==> src/postfix_expression_evaluator_defines.svh <==
// Assertion macros shared by the postfix evaluator RTL.
`ifndef POSTFIX_EXPRESSION_EVALUATOR_DEFINES_SVH
`define POSTFIX_EXPRESSION_EVALUATOR_DEFINES_SVH

`ifndef NO_ASSERTIONS

// Same-cycle implication, disabled while reset is asserted.
`define PFE_ASSERT_NOW(label, clk, rst_n, ante, cons) \
    label: assert property (@(posedge clk) disable iff (!(rst_n)) (ante) |-> (cons)) \
        else $error("pfe assertion failed");

// Next-cycle implication, disabled while reset is asserted.
`define PFE_ASSERT_NEXT(label, clk, rst_n, ante, cons) \
    label: assert property (@(posedge clk) disable iff (!(rst_n)) (ante) |=> (cons)) \
        else $error("pfe assertion failed");

`else

`define PFE_ASSERT_NOW(label, clk, rst_n, ante, cons)
`define PFE_ASSERT_NEXT(label, clk, rst_n, ante, cons)

`endif

`endif

==> src/pfe_pkg.sv <==
// Package with types, constants and helpers of the postfix evaluator.
`timescale 1ns / 1ps

package pfe_pkg;

    localparam int DATA_W          = 8;
    localparam int VALUE_W         = 9;
    localparam int STACK_DEPTH_DEF = 128;

    localparam logic [DATA_W-1:0] CODE_ZERO = 8'd48;
    localparam logic [DATA_W-1:0] CH_ZERO   = 8'h30;
    localparam logic [DATA_W-1:0] CH_NINE   = 8'h39;
    localparam logic [DATA_W-1:0] CH_PLUS   = 8'h2B;
    localparam logic [DATA_W-1:0] CH_MINUS  = 8'h2D;
    localparam logic [DATA_W-1:0] CH_STAR   = 8'h2A;
    localparam logic [DATA_W-1:0] CH_SLASH  = 8'h2F;

    typedef enum logic [1:0] {
        ST_IDLE,
        ST_EXEC,
        ST_DIV,
        ST_FINISH
    } t_state;

    typedef enum logic [2:0] {
        KIND_DIGIT,
        KIND_ADD,
        KIND_SUB,
        KIND_MUL,
        KIND_DIV,
        KIND_BAD
    } t_kind;

    // What a stack cell does on a clock edge.
    typedef enum logic [1:0] {
        SH_HOLD,
        SH_PUSH,
        SH_POP
    } t_shift;

    // A stored code is a signed byte; its value is that byte minus the code of '0'.
    function automatic logic signed [VALUE_W-1:0] decode(input logic [DATA_W-1:0] code);
        logic signed [VALUE_W-1:0] ext;
        ext = $signed({code[DATA_W-1], code});
        return ext - $signed({1'b0, CODE_ZERO});
    endfunction

endpackage

==> src/pfe_if.sv <==
// Handshake channels of the postfix evaluator: token input and result output.
`timescale 1ns / 1ps

interface pfe_tok_if;
    logic                        valid;
    logic                        ready;
    logic [pfe_pkg::DATA_W-1:0]  token;
    logic                        last_token;

    modport source (output valid, output token, output last_token, input ready);
    modport sink   (input valid, input token, input last_token, output ready);
endinterface

interface pfe_res_if;
    logic                              valid;
    logic                              ready;
    logic signed [pfe_pkg::VALUE_W-1:0] value;
    logic                              error;

    modport source (output valid, output value, output error, input ready);
    modport sink   (input valid, input value, input error, output ready);
endinterface

==> src/pfe_cell.sv <==
// One byte of the shift stack: holds, takes its upper neighbor or its lower neighbor.
`timescale 1ns / 1ps

module pfe_cell (
    input  logic                       i_clk,
    input  pfe_pkg::t_shift            i_mode,
    input  logic [pfe_pkg::DATA_W-1:0] i_above,
    input  logic [pfe_pkg::DATA_W-1:0] i_below,
    output logic [pfe_pkg::DATA_W-1:0] o_code
);

    logic [pfe_pkg::DATA_W-1:0] r_code;
    logic [pfe_pkg::DATA_W-1:0] n_code;

    always_comb begin
        case (i_mode)
            pfe_pkg::SH_PUSH: n_code = i_above;
            pfe_pkg::SH_POP:  n_code = i_below;
            default:          n_code = r_code;
        endcase
    end

    always_ff @(posedge i_clk) begin
        r_code <= n_code;
    end

    assign o_code = r_code;

endmodule

==> src/pfe_div.sv <==
// Restoring unsigned divider, one quotient bit per cycle.
`timescale 1ns / 1ps

module pfe_div (
    input  logic                       i_clk,
    input  logic                       i_rst_n,
    input  logic                       i_start,
    input  logic [pfe_pkg::DATA_W-1:0] i_dividend,
    input  logic [pfe_pkg::DATA_W-1:0] i_divisor,
    output logic                       o_done,
    output logic [pfe_pkg::DATA_W-1:0] o_quotient
);

    localparam int STEP_W = $clog2(pfe_pkg::DATA_W);

    logic                       r_busy;
    logic                       r_done;
    logic [STEP_W-1:0]          r_step;
    logic [pfe_pkg::DATA_W-1:0] r_rem;
    logic [pfe_pkg::DATA_W-1:0] r_quo;
    logic [pfe_pkg::DATA_W-1:0] r_dvs;
    logic [pfe_pkg::DATA_W:0]   w_part;
    logic [pfe_pkg::DATA_W:0]   w_trial;

    // The dividend shifts out of the top of r_quo while quotient bits enter below.
    assign w_part  = {r_rem, r_quo[pfe_pkg::DATA_W-1]};
    assign w_trial = w_part - {1'b0, r_dvs};

    always_ff @(posedge i_clk) begin
        if (!i_rst_n) begin
            r_busy <= 1'b0;
            r_done <= 1'b0;
            r_step <= '0;
        end else begin
            r_done <= 1'b0;
            if (i_start) begin
                r_busy <= 1'b1;
                r_step <= '0;
            end else if (r_busy) begin
                r_step <= r_step + STEP_W'(1);
                if (r_step == STEP_W'(pfe_pkg::DATA_W - 1)) begin
                    r_busy <= 1'b0;
                    r_done <= 1'b1;
                end
            end
        end
    end

    always_ff @(posedge i_clk) begin
        if (i_start) begin
            r_rem <= '0;
            r_quo <= i_dividend;
            r_dvs <= i_divisor;
        end else if (r_busy) begin
            if (!w_trial[pfe_pkg::DATA_W]) begin
                r_rem <= w_trial[pfe_pkg::DATA_W-1:0];
                r_quo <= {r_quo[pfe_pkg::DATA_W-2:0], 1'b1};
            end else begin
                r_rem <= w_part[pfe_pkg::DATA_W-1:0];
                r_quo <= {r_quo[pfe_pkg::DATA_W-2:0], 1'b0};
            end
        end
    end

    assign o_done     = r_done;
    assign o_quotient = r_quo;

endmodule

==> src/postfix_expression_evaluator.sv <==
// Top level of the postfix evaluator: control, operand arithmetic and the cell stack.
//
//   channel   dir   payload                 handshake
//   i_tok     in    token, last_token       valid / ready
//   o_res     out   value, error            valid / ready
//
// A digit, an invalid character or + - * passes the execute state; a nonzero
// division also waits in the divide state for the one-bit-per-cycle divider.
// A last item then waits in the finish state until the output register is free
// and moves the top into it. The stack is a chain of byte cells that shift on
// every push and pop. Synchronous reset clears the control state only; the
// output register parts the channels, so tokens are taken while a result waits.
`timescale 1ns / 1ps

`include "postfix_expression_evaluator_defines.svh"

module postfix_expression_evaluator #(
    parameter int STACK_DEPTH = pfe_pkg::STACK_DEPTH_DEF
) (
    input  logic          i_clk,
    input  logic          i_rst_n,
    pfe_tok_if.sink       i_tok,
    pfe_res_if.source     o_res
);

    localparam int CNT_W = $clog2(STACK_DEPTH + 1);
    localparam int DW    = pfe_pkg::DATA_W;
    localparam int VW    = pfe_pkg::VALUE_W;

    pfe_pkg::t_state r_state;
    pfe_pkg::t_state n_state;
    pfe_pkg::t_kind  w_kind;
    pfe_pkg::t_shift w_top_mode;
    pfe_pkg::t_shift w_rest_mode;

    logic [DW-1:0]      r_tok;
    logic               r_last;
    logic [CNT_W-1:0]   r_cnt;
    logic [CNT_W-1:0]   n_cnt;
    logic [CNT_W-1:0]   w_cnt_comb;
    logic               r_err;
    logic               n_err;
    logic               r_out_valid;
    logic signed [VW-1:0] r_out_value;
    logic               r_out_error;

    logic               w_in_ready;
    logic               w_accept;
    logic               w_out_load;
    logic               w_div_start;
    logic               w_div_done;
    logic               w_div_ok;
    logic [DW-1:0]      w_new_code;
    logic [DW-1:0]      w_cells [STACK_DEPTH];

    logic [DW-1:0]          w_right_code;
    logic [DW-1:0]          w_left_code;
    logic signed [VW-1:0]   w_right;
    logic signed [VW-1:0]   w_left;
    logic signed [VW-1:0]   w_add;
    logic signed [VW-1:0]   w_sub;
    logic signed [2*VW-1:0] w_mul;
    logic [VW-1:0]          w_left_abs;
    logic [VW-1:0]          w_right_abs;
    logic [DW-1:0]          w_quo;
    logic [DW-1:0]          w_quo_signed;
    logic [DW-1:0]          w_op_byte;

    // ------------------------------------------------------------------
    // Cell chain. Cell 0 is the top; its upper neighbor is the new code.
    // ------------------------------------------------------------------
    genvar g;
    generate
        for (g = 0; g < STACK_DEPTH; g++) begin : g_cell
            logic [DW-1:0]   w_above;
            logic [DW-1:0]   w_below;
            pfe_pkg::t_shift w_mode;

            if (g == 0) begin : g_top
                assign w_above = w_new_code;
                assign w_mode  = w_top_mode;
            end else begin : g_inner
                assign w_above = w_cells[g-1];
                assign w_mode  = w_rest_mode;
            end

            if (g == STACK_DEPTH - 1) begin : g_bottom
                assign w_below = '0;
            end else begin : g_mid
                assign w_below = w_cells[g+1];
            end

            pfe_cell u_cell (
                .i_clk   (i_clk),
                .i_mode  (w_mode),
                .i_above (w_above),
                .i_below (w_below),
                .o_code  (w_cells[g])
            );
        end
    endgenerate

    // ------------------------------------------------------------------
    // Operands and arithmetic. An empty slot reads as code zero.
    // ------------------------------------------------------------------
    assign w_right_code = (r_cnt != '0) ? w_cells[0] : '0;
    assign w_left_code  = (r_cnt > CNT_W'(1)) ? w_cells[1] : '0;
    assign w_right      = pfe_pkg::decode(w_right_code);
    assign w_left       = pfe_pkg::decode(w_left_code);
    assign w_div_ok     = (w_right != '0);

    assign w_add = w_left + w_right;
    assign w_sub = w_left - w_right;
    assign w_mul = w_left * w_right;

    assign w_left_abs  = w_left[VW-1]  ? VW'(-w_left)  : w_left;
    assign w_right_abs = w_right[VW-1] ? VW'(-w_right) : w_right;

    pfe_div u_div (
        .i_clk      (i_clk),
        .i_rst_n    (i_rst_n),
        .i_start    (w_div_start),
        .i_dividend (w_left_abs[DW-1:0]),
        .i_divisor  (w_right_abs[DW-1:0]),
        .o_done     (w_div_done),
        .o_quotient (w_quo)
    );

    // The stack holds still during a division, so the operand signs are still valid.
    assign w_quo_signed = (w_left[VW-1] ^ w_right[VW-1]) ? DW'(-w_quo) : w_quo;

    always_comb begin
        case (w_kind)
            pfe_pkg::KIND_ADD: w_op_byte = w_add[DW-1:0];
            pfe_pkg::KIND_SUB: w_op_byte = w_sub[DW-1:0];
            pfe_pkg::KIND_MUL: w_op_byte = w_mul[DW-1:0];
            default:           w_op_byte = w_quo_signed;
        endcase
    end

    // Two pops of which the empty ones are lost, then one push.
    assign w_cnt_comb = (r_cnt > CNT_W'(1)) ? (r_cnt - CNT_W'(1)) : CNT_W'(1);

    always_comb begin
        case (r_tok) inside
            [pfe_pkg::CH_ZERO:pfe_pkg::CH_NINE]: w_kind = pfe_pkg::KIND_DIGIT;
            pfe_pkg::CH_PLUS:                     w_kind = pfe_pkg::KIND_ADD;
            pfe_pkg::CH_MINUS:                    w_kind = pfe_pkg::KIND_SUB;
            pfe_pkg::CH_STAR:                     w_kind = pfe_pkg::KIND_MUL;
            pfe_pkg::CH_SLASH:                    w_kind = pfe_pkg::KIND_DIV;
            default:                              w_kind = pfe_pkg::KIND_BAD;
        endcase
    end

    // ------------------------------------------------------------------
    // Control: next state.
    // ------------------------------------------------------------------
    assign w_accept   = i_tok.valid && w_in_ready;
    assign w_out_load = (r_state == pfe_pkg::ST_FINISH) && (!r_out_valid || o_res.ready);

    always_comb begin
        n_state = r_state;
        case (r_state)
            pfe_pkg::ST_IDLE: begin
                if (w_accept) n_state = pfe_pkg::ST_EXEC;
            end
            pfe_pkg::ST_EXEC: begin
                if (w_kind == pfe_pkg::KIND_DIV && w_div_ok) begin
                    n_state = pfe_pkg::ST_DIV;
                end else begin
                    n_state = r_last ? pfe_pkg::ST_FINISH : pfe_pkg::ST_IDLE;
                end
            end
            pfe_pkg::ST_DIV: begin
                if (w_div_done) n_state = r_last ? pfe_pkg::ST_FINISH : pfe_pkg::ST_IDLE;
            end
            pfe_pkg::ST_FINISH: begin
                if (w_out_load) n_state = pfe_pkg::ST_IDLE;
            end
            default: n_state = pfe_pkg::ST_IDLE;
        endcase
    end

    // ------------------------------------------------------------------
    // Control: outputs.
    // ------------------------------------------------------------------
    always_comb begin
        w_in_ready  = 1'b0;
        w_top_mode  = pfe_pkg::SH_HOLD;
        w_rest_mode = pfe_pkg::SH_HOLD;
        w_new_code  = r_tok;
        w_div_start = 1'b0;
        n_cnt       = r_cnt;
        n_err       = r_err;
        case (r_state)
            pfe_pkg::ST_IDLE: begin
                w_in_ready = 1'b1;
            end
            pfe_pkg::ST_EXEC: begin
                case (w_kind)
                    pfe_pkg::KIND_DIGIT: begin
                        if (r_cnt != CNT_W'(STACK_DEPTH)) begin
                            w_top_mode  = pfe_pkg::SH_PUSH;
                            w_rest_mode = pfe_pkg::SH_PUSH;
                            n_cnt       = r_cnt + CNT_W'(1);
                        end
                    end
                    pfe_pkg::KIND_ADD, pfe_pkg::KIND_SUB, pfe_pkg::KIND_MUL: begin
                        w_new_code  = w_op_byte + pfe_pkg::CODE_ZERO;
                        w_top_mode  = pfe_pkg::SH_PUSH;
                        w_rest_mode = pfe_pkg::SH_POP;
                        n_cnt       = w_cnt_comb;
                    end
                    pfe_pkg::KIND_DIV: begin
                        if (w_div_ok) begin
                            w_div_start = 1'b1;
                        end else begin
                            n_err = 1'b1;
                        end
                    end
                    default: begin
                        n_err = 1'b1;
                    end
                endcase
            end
            pfe_pkg::ST_DIV: begin
                if (w_div_done) begin
                    w_new_code  = w_op_byte + pfe_pkg::CODE_ZERO;
                    w_top_mode  = pfe_pkg::SH_PUSH;
                    w_rest_mode = pfe_pkg::SH_POP;
                    n_cnt       = w_cnt_comb;
                end
            end
            pfe_pkg::ST_FINISH: begin
                if (w_out_load) begin
                    n_cnt = '0;
                    n_err = 1'b0;
                end
            end
            default: ;
        endcase
    end

    // ------------------------------------------------------------------
    // Registers.
    // ------------------------------------------------------------------
    always_ff @(posedge i_clk) begin
        if (!i_rst_n) begin
            r_state     <= pfe_pkg::ST_IDLE;
            r_cnt       <= '0;
            r_err       <= 1'b0;
            r_out_valid <= 1'b0;
        end else begin
            r_state <= n_state;
            r_cnt   <= n_cnt;
            r_err   <= n_err;
            if (w_out_load) begin
                r_out_valid <= 1'b1;
            end else if (o_res.ready) begin
                r_out_valid <= 1'b0;
            end
        end
    end

    always_ff @(posedge i_clk) begin
        if (w_accept) begin
            r_tok  <= i_tok.token;
            r_last <= i_tok.last_token;
        end
        if (w_out_load) begin
            r_out_value <= w_right;
            r_out_error <= r_err;
        end
    end

    assign i_tok.ready = w_in_ready;
    assign o_res.valid = r_out_valid;
    assign o_res.value = r_out_value;
    assign o_res.error = r_out_error;

    // ------------------------------------------------------------------
    // Assertions.
    // ------------------------------------------------------------------
    `PFE_ASSERT_NOW(a_cnt_in_range, i_clk, i_rst_n, 1'b1, r_cnt <= CNT_W'(STACK_DEPTH))
    `PFE_ASSERT_NOW(a_div_done_in_div, i_clk, i_rst_n, w_div_done, r_state == pfe_pkg::ST_DIV)
    `PFE_ASSERT_NEXT(a_emit_clears, i_clk, i_rst_n, w_out_load, (r_cnt == '0) && !r_err && r_out_valid)

endmodule

==> src/flat_wrapper.sv <==
// flat-port wrapper written by rule: the top's interface ports become plain ports
module postfix_expression_evaluator_flat 
#(
    parameter int STACK_DEPTH = pfe_pkg::STACK_DEPTH_DEF
)
  (i_clk, i_rst_n, i_tok_valid, i_tok_token, i_tok_last_token, i_tok_ready, o_res_valid, o_res_value, o_res_error, o_res_ready);
  pfe_tok_if i_tok_i ();
  pfe_res_if o_res_i ();
  input  logic i_clk;
  input  logic i_rst_n;
  input wire logic [$bits(i_tok_i.valid)-1:0] i_tok_valid;
  input wire logic [$bits(i_tok_i.token)-1:0] i_tok_token;
  input wire logic [$bits(i_tok_i.last_token)-1:0] i_tok_last_token;
  output wire logic [$bits(i_tok_i.ready)-1:0] i_tok_ready;
  output wire logic [$bits(o_res_i.valid)-1:0] o_res_valid;
  output wire logic [$bits(o_res_i.value)-1:0] o_res_value;
  output wire logic [$bits(o_res_i.error)-1:0] o_res_error;
  input wire logic [$bits(o_res_i.ready)-1:0] o_res_ready;
  assign i_tok_i.valid = i_tok_valid;
  assign i_tok_i.token = i_tok_token;
  assign i_tok_i.last_token = i_tok_last_token;
  assign i_tok_ready = i_tok_i.ready;
  assign o_res_valid = o_res_i.valid;
  assign o_res_value = o_res_i.value;
  assign o_res_error = o_res_i.error;
  assign o_res_i.ready = o_res_ready;
  postfix_expression_evaluator #(.STACK_DEPTH(STACK_DEPTH)) u_core (.i_clk(i_clk), .i_rst_n(i_rst_n), .i_tok(i_tok_i), .o_res(o_res_i));
endmodule
==> config.mk <==
export PLATFORM = sky130hd
export DESIGN_NAME = postfix_expression_evaluator_flat
export DESIGN_NICKNAME = d
export VERILOG_FILES = /design/src/pfe_pkg.sv /design/src/pfe_if.sv /design/src/pfe_cell.sv /design/src/pfe_div.sv /design/src/postfix_expression_evaluator.sv /design/src/flat_wrapper.sv
export VERILOG_INCLUDE_DIRS = /design/src /design/src/src
export SDC_FILE = /design/constraint.sdc
export NUM_CORES = 1
export LEC_CHECK = 0
export ABC_AREA = 1
export BUFFER_PORTS_ARGS = -buffer_cell sky130_fd_sc_hd__buf_4
export CAP_MARGIN = 20
export CORE_ASPECT_RATIO = 0.75
export CORE_MARGIN = 2
export CORE_UTILIZATION = 50
export CTS_CLUSTER_SIZE = 20
export DETAILED_ROUTE_END_ITERATION = 6
export GPL_ROUTABILITY_DRIVEN = 0
export HOLD_SLACK_MARGIN = 0.1
export PLACE_DENSITY_LB_ADDON = 0.12
export SETUP_SLACK_MARGIN = 0.4
export SLEW_MARGIN = 40
export SYNTH_ARGS = -nofsm -noshare
export SYNTH_HDL_FRONTEND = slang
export SYNTH_SLANG_ARGS = --single-unit
==> constraint.sdc <==
create_clock -name i_clk -period 49.7 [get_ports i_clk]
set_input_delay 9.94 -clock i_clk [delete_from_list [all_inputs] [get_ports i_clk]]
set_output_delay 9.94 -clock i_clk [all_outputs]
set_load 0.02 [all_outputs]
==> results of run 1 <==
==> area by class of cell <==
| type | instances | area [um2] | area share |
|---|---|---|---|
| Sequential cell | 1084 | 32300 | 0.612 |
| Multi-Input combinational cell | 2627 | 12600 | 0.239 |
| Clock buffer | 142 | 2890 | 0.0549 |
| Inverter | 651 | 2460 | 0.0467 |
| Tap cell | 1250 | 1560 | 0.0297 |
| Timing Repair Buffer | 58 | 608 | 0.0115 |
| Clock inverter | 51 | 305 | 0.00579 |
==> report_power, final <==
group | internal (uW) | switching, uW | total, uW
Sequential | 1000 | 5.52 | 1010
Clock | 413 | 337 | 750
Combinational | 77.2 | 148 | 225
==> stage by stage <==
| stage | power [uW] | cell area, um2 | utilization |
|---|---|---|---|
| 2_1_floorplan | 1200 | 48200 | - |
| 3_3_place_gp | 1250 | 49300 | 0.516 |
| 3_5_place_dp | 1250 | 49500 | 0.518 |
| 4_1_cts | 2010 | 52700 | 0.552 |
| 5_1_grt | 2070 | 52700 | 0.552 |
| 6_report | 1980 | 52700 | 0.552 |
==> sequential cells by signal, indices dropped and copies added, names as in the netlist, 2 cells and up <==
signal and count:
u_core.o_res.value 9, u_core.u_div.o_quotient 8, u_core.u_div.r_step 3, u_core.r_cnt 8, u_core.g_cell.u_cell.o_code 1024, u_core.r_state 2, u_core.u_div.r_rem 8, u_core.r_tok 8
u_core.u_div.r_dvs 8
==> cell families after synthesis <==
| logic type | after synthesis |
|---|---|
| muxes | 5 |
| adders and majority gates | 67 |
| xor gates and xnor gates | 38 |
| AOI/OAI and AO/OA | 1129 |
| and+or+nand+nor | 1388 |
| DFF | 1084 |
| buffers and inverters | 886 |
==> worst register-to-register path: cells and delay by family (launching register included) <==
kind / cells / cell delay, ns
buffers and inverters: 9 / 3.97
AND/OR/NAND/NOR: 5 / 1.03
adder cells (fa/ha/maj): 1 / 0.62
AO/OA/AOI/OAI: 2 / 0.58
flip-flops: 1 / 0.39
==> per-layer routing <==
layer  up-vias  GRT usage
met5         -          0
met3       123     0.0351
met4         0     0.0415
met2       443      0.214
met1     13500      0.256
li1      15400          -
==> path summary, 6_finish.rpt <==
kind,endpoint,slack [ns]
setup reg to reg,u_core.g_cell[119].u_cell.o_code[7],42.83
setup / recovery,i_tok_ready,38.23
hold / removal,u_core.o_res.error,0.45
hold reg to reg,u_core.o_res.error,0.45
==> cells in the final DEF (no fill, tap or decap), drive strengths merged, types with 16 or more instances in the layout <==
cell type,synthesis,routed
buf,26,57
xor2,24,24
ha,53,53
edfxtp,1059,1059
clkbuf,209,143
o21ai,567,567
clkinv,1,44
a21oi,530,530
inv,650,653
dfxtp,25,25
nand2,717,717
nor3,16,16
nand3,60,60
nor2,579,579
==> flow_summary.yaml, run 1 <==
clocking:
  clock_latency_ns: 0.69
  clk_pin_slew_ns: 0.06
  cts_resized: 0
  cts_hold_buffers: 0
  clock_path_buffers: 3
  cts.sinks: 1084
  postCtsSetupRepairBufs: 0
  cts_made_buffers: 107
  cts_tree: "done"
  cts_root_buffer: "clkbuf_16"
  cts_max_level: 3
synthesis:
  yosysUniqueCellTypes: 48
  yosysMostFrequentCell: "edfxtp_1"
  synth_mux_area_frac: 0.00117
  ys_seq_area_frac: 0.670
  ys.warnings.count: 0
  syn_area_mm2: 0.0482
  synthDominantCellAreaShare: 0.659
  synth-simple-area-share: 0.114
  async_flop_share: 0
  synth_compound_area_frac: 0.119
  synth_top_family_by_area: "compound AO/OA/AOI/OAI gates"
  ys_top_cells_by_area: "edfxtp_1 66%, o21ai_0 5.8%, a21oi_1 5.5%"
  synth_enable_flop_cells: 1059
  synthCells: 4597
  synth_commonest_cells: "1,059 x edfxtp_1, 702 x nand2_1, 644 x inv_1"
  ys_ff_latch: 1084
  yosysTopAreaCell: "edfxtp_1"
  ys.flop_type: "edfxtp_1"
  syn_nets: 4677
  synthXorXnorAreaFrac: 0.00690
  synth.avg_cell_area_um2: 10.5
  synthAdderAreaFrac: 0.0196
setup_path:
  cp_cell_sequence: "inv_1 -> ha_1 -> buf_4"
  critPathArrivalTime_ns: 1.53
  crit_path_max_incr_delay_ns: 0.36
  path_buf_inv: 2
  r2r-start: "u_core.r_tok[4]"
  critPathLaunchType: "flop"
  cp.required_ns: 39.76
  crit_fanout: 3
  cp-end-kind: "output port"
  crit_family: "flip-flops"
  critPathKind: "reg2out"
  worstRegToRegCells: 17
  critPathLaunch: "u_core.r_state[0]"
  worstSetupPathDepth: 3
  cp_slowest_cell: "dfxtp_1"
timing:
  finalCritPeriodShare: 0.231
  setup_slack_ns: 38.23
  fin_skew_ns: 0.0220
  setup-tns-final_ns: 0
  slew_headroom: 0.459
  max_freq_mhz: 87.2
  min_period_ns: 11.47
  rsz0062_at_grt: "false"
  maxSlewViolCount: 0
  tightest_slew_ns: 0.808
  hold_viol: 0
  hold_ws_ns: 0.445
  finalSetupViolCount: 0
global_routing:
  overflow: 0
  grt_usage: 0.159
  grt_max_degree: 229
  antenna_found_initial: 0
  grt_pass1_wl_um: 132000
  grt_pass1_vias: 26600
route:
  met1_length_um: 42400
  dr.first_iter.drc_count: 2728
  drt_wl_total_um: 79100
  drt.antenna.violating_nets: 0
  viasPerCell: 5.02
  drtPass1Iterations: 5
  drc: 0
  wl_per_cell_um: 13.5
  via_count: 29400
  top_layer: "met4"
  met3_length_um: 3800
  wl_met2_um: 31400
cells_and_area:
  insertedDiodeCount: 0
  areaGrowthSynthToFinish_pct: 9.34
  layout.nets: 4609
  drive_gt1_frac: 0.0544
  fillers: 8297
  final_cells: 5863
run:
  maxCapViolCount: 0
floorplanning:
  die_w_um: 363
  die_area_mm2: 0.0990
  fp.coreArea_mm2: 0.0955
  start_util: 0.505
  num_io_pins: 25
  die_h_um: 273
  rows: 98
worst_hold_path:
  min_from: "u_core.r_err"
  min_path_cells: 0
  hold_class: "reg2reg"
run_status:
  status: "completed"
place:
  dp_slack_ns: 38.31
  place_inst: 5669
  port_buffers: 24
  hpwl_um: 47600
power:
  leakagePower_uw: 0.0196
  p_per_area_mw_per_mm2: 37.6
  max-vdd-ir-drop_mv: 0.0294
Power figures use the tool's default switching activity.
==> inputs of run 2 (changes only) <==
- clock period: 49.7 -> 11.9 ns (I/O delays scaled with it)
==> flow_summary.yaml, run 2 (synthesis results as in run 1) <==
place:
  hpwl_um: 48800
  placed_area_mm2: 0.0495
  port_buffers: 24
  place_inst: 5661
route:
  top_layer: "met4"
  viasPerCell: 5.06
  drt_wl_total_um: 81800
  via_count: 29600
  drc: 0
  wl_met2_um: 32500
  drtPass1Iterations: 5
  wl_per_cell_um: 14.0
  met1_length_um: 43600
  dr.first_iter.drc_count: 2894
  met3_length_um: 3700
  drt.antenna.violating_nets: 0
floorplanning:
  die_area_mm2: 0.0990
  die_h_um: 273
  die_w_um: 363
  rows: 98
  start_util: 0.505
  num_io_pins: 25
  fp.coreArea_mm2: 0.0955
setup_path:
  crit_fanout: 13
  critPathLaunchType: "flop"
  crit_family: "adder cells"
  path_buf_inv: 6
  worstSetupPathDepth: 31
  critPathLaunch: "u_core.r_cnt[0]"
  cp-end-kind: "flop"
  cp_slowest_cell: "fa_1"
  cpMostUsedCell: "nand2_1"
  critPathKind: "reg2reg"
  critPathCapture: "u_core.g_cell[0].u_cell.o_code[7]"
  crit_path_max_incr_delay_ns: 0.52
  r2r-start: "u_core.r_cnt[0]"
  r2r_slack_ns: 5.79
  critPathArrivalTime_ns: 6.54
  reg2reg_to: "u_core.g_cell[0].u_cell.o_code[7]"
  worstRegToRegCells: 31
  cp.required_ns: 12.33
clocking:
  cts_resized: 0
  clock_path_buffers: 3
  cts_max_level: 3
  clock_latency_ns: 0.69
  clk_pin_slew_ns: 0.06
  cts_root_buffer: "clkbuf_16"
  cts_made_buffers: 106
  cts_tree: "done"
  postCtsSetupRepairBufs: 0
  cts.sinks: 1084
  cts_hold_buffers: 0
timing:
  tightest_slew_ns: 0.830
  hold_ws_ns: 0.437
  maxSlewViolCount: 0
  hold_viol: 0
  fin_skew_ns: 0.0302
  finalCritPeriodShare: 0.513
  max_freq_mhz: 164
  finalSetupViolCount: 0
  setup-tns-final_ns: 0
  rsz0062_at_grt: "false"
  min_period_ns: 6.11
  slew_headroom: 0.444
cells_and_area:
  areaGrowthSynthToFinish_pct: 10.0
  final_cells: 5863
  final_cell_mix: "1,059 x edfxtp_1, 702 x nand2_1, 643 x inv_1"
  insertedDiodeCount: 0
  fin_util: 0.556
  layout.nets: 4604
  design_area_mm2: 0.0531
  drive_gt1_frac: 0.0557
  layout.cells.most_common: "edfxtp_1"
  largest_reg_flops: 1024
  fillers: 8337
global_routing:
  grt_pass1_vias: 27300
  grt_usage: 0.164
  antenna_found_initial: 0
  grt_pass1_wl_um: 136000
  overflow: 0
  grt_max_degree: 242
power:
  p_per_area_mw_per_mm2: 159
  max-vdd-ir-drop_mv: 0.106
  leakagePower_uw: 0.0197
run:
  maxCapViolCount: 0
run_status:
  status: "completed"
worst_hold_path:
  min_from: "u_core.r_err"
  hold_class: "reg2reg"
## run 2: cell types whose count changed in the layout (fill, tap and decap cells not counted), sizes merged
cell	change
buf	-3
clkinvlp	-1
clkbuf	-18
clkinv	+14
inv	-1
bufinv	+9
## run 2: layout make-up
cell class / count / area (um2) / area share
clock buffer: 125 / 2790 / 0.0525
clock inverter: 72 / 612 / 0.0115
inverter: 651 / 2450 / 0.0462
multi-input combinational: 2627 / 12600 / 0.237
sequential: 1084 / 32300 / 0.609
tap: 1250 / 1560 / 0.0295
timing repair buffer: 54 / 757 / 0.0143
## run 2: per-stage QoR
step / total power [uW] / setup WS (ns)
detailed placement: 5210 / 5.87
CTS: 8560 / 5.85
finish: 8470 / 5.79
floorplan: 4990 / -5.32
global placement: 5220 / 5.89
global route: 8840 / 5.29
## run 2: worst min path at each step
stage / end / slack, ns / cells after the start
CTS: u_core.o_res.error / 0.44 / 0
finish: u_core.o_res.error / 0.44 / 0
global route: u_core.o_res.error / 0.46 / 0
detailed placement: u_core.o_res.error / 0.42 / 0
global placement: u_core.o_res.error / 0.41 / 0
floorplan: u_core.o_res.error / 0.41 / 0
## run 2: power by group
group | total [uW] | switching, uW | internal (uW) | leakage, uW
Clock | 3300 | 1420 | 1880 | 0.00167
Sequential | 4210 | 21.5 | 4190 | 0.00973
Combinational | 955 | 632 | 324 | 0.00834
Total | 8470 | 2070 | 6390 | 0.0197
## run 2: layer usage
metal,global-route usage,vias up
met4,0.0523,0
met3,0.0361,143
li1,-,15400
met5,0,-
met2,0.221,426
met1,0.261,13700
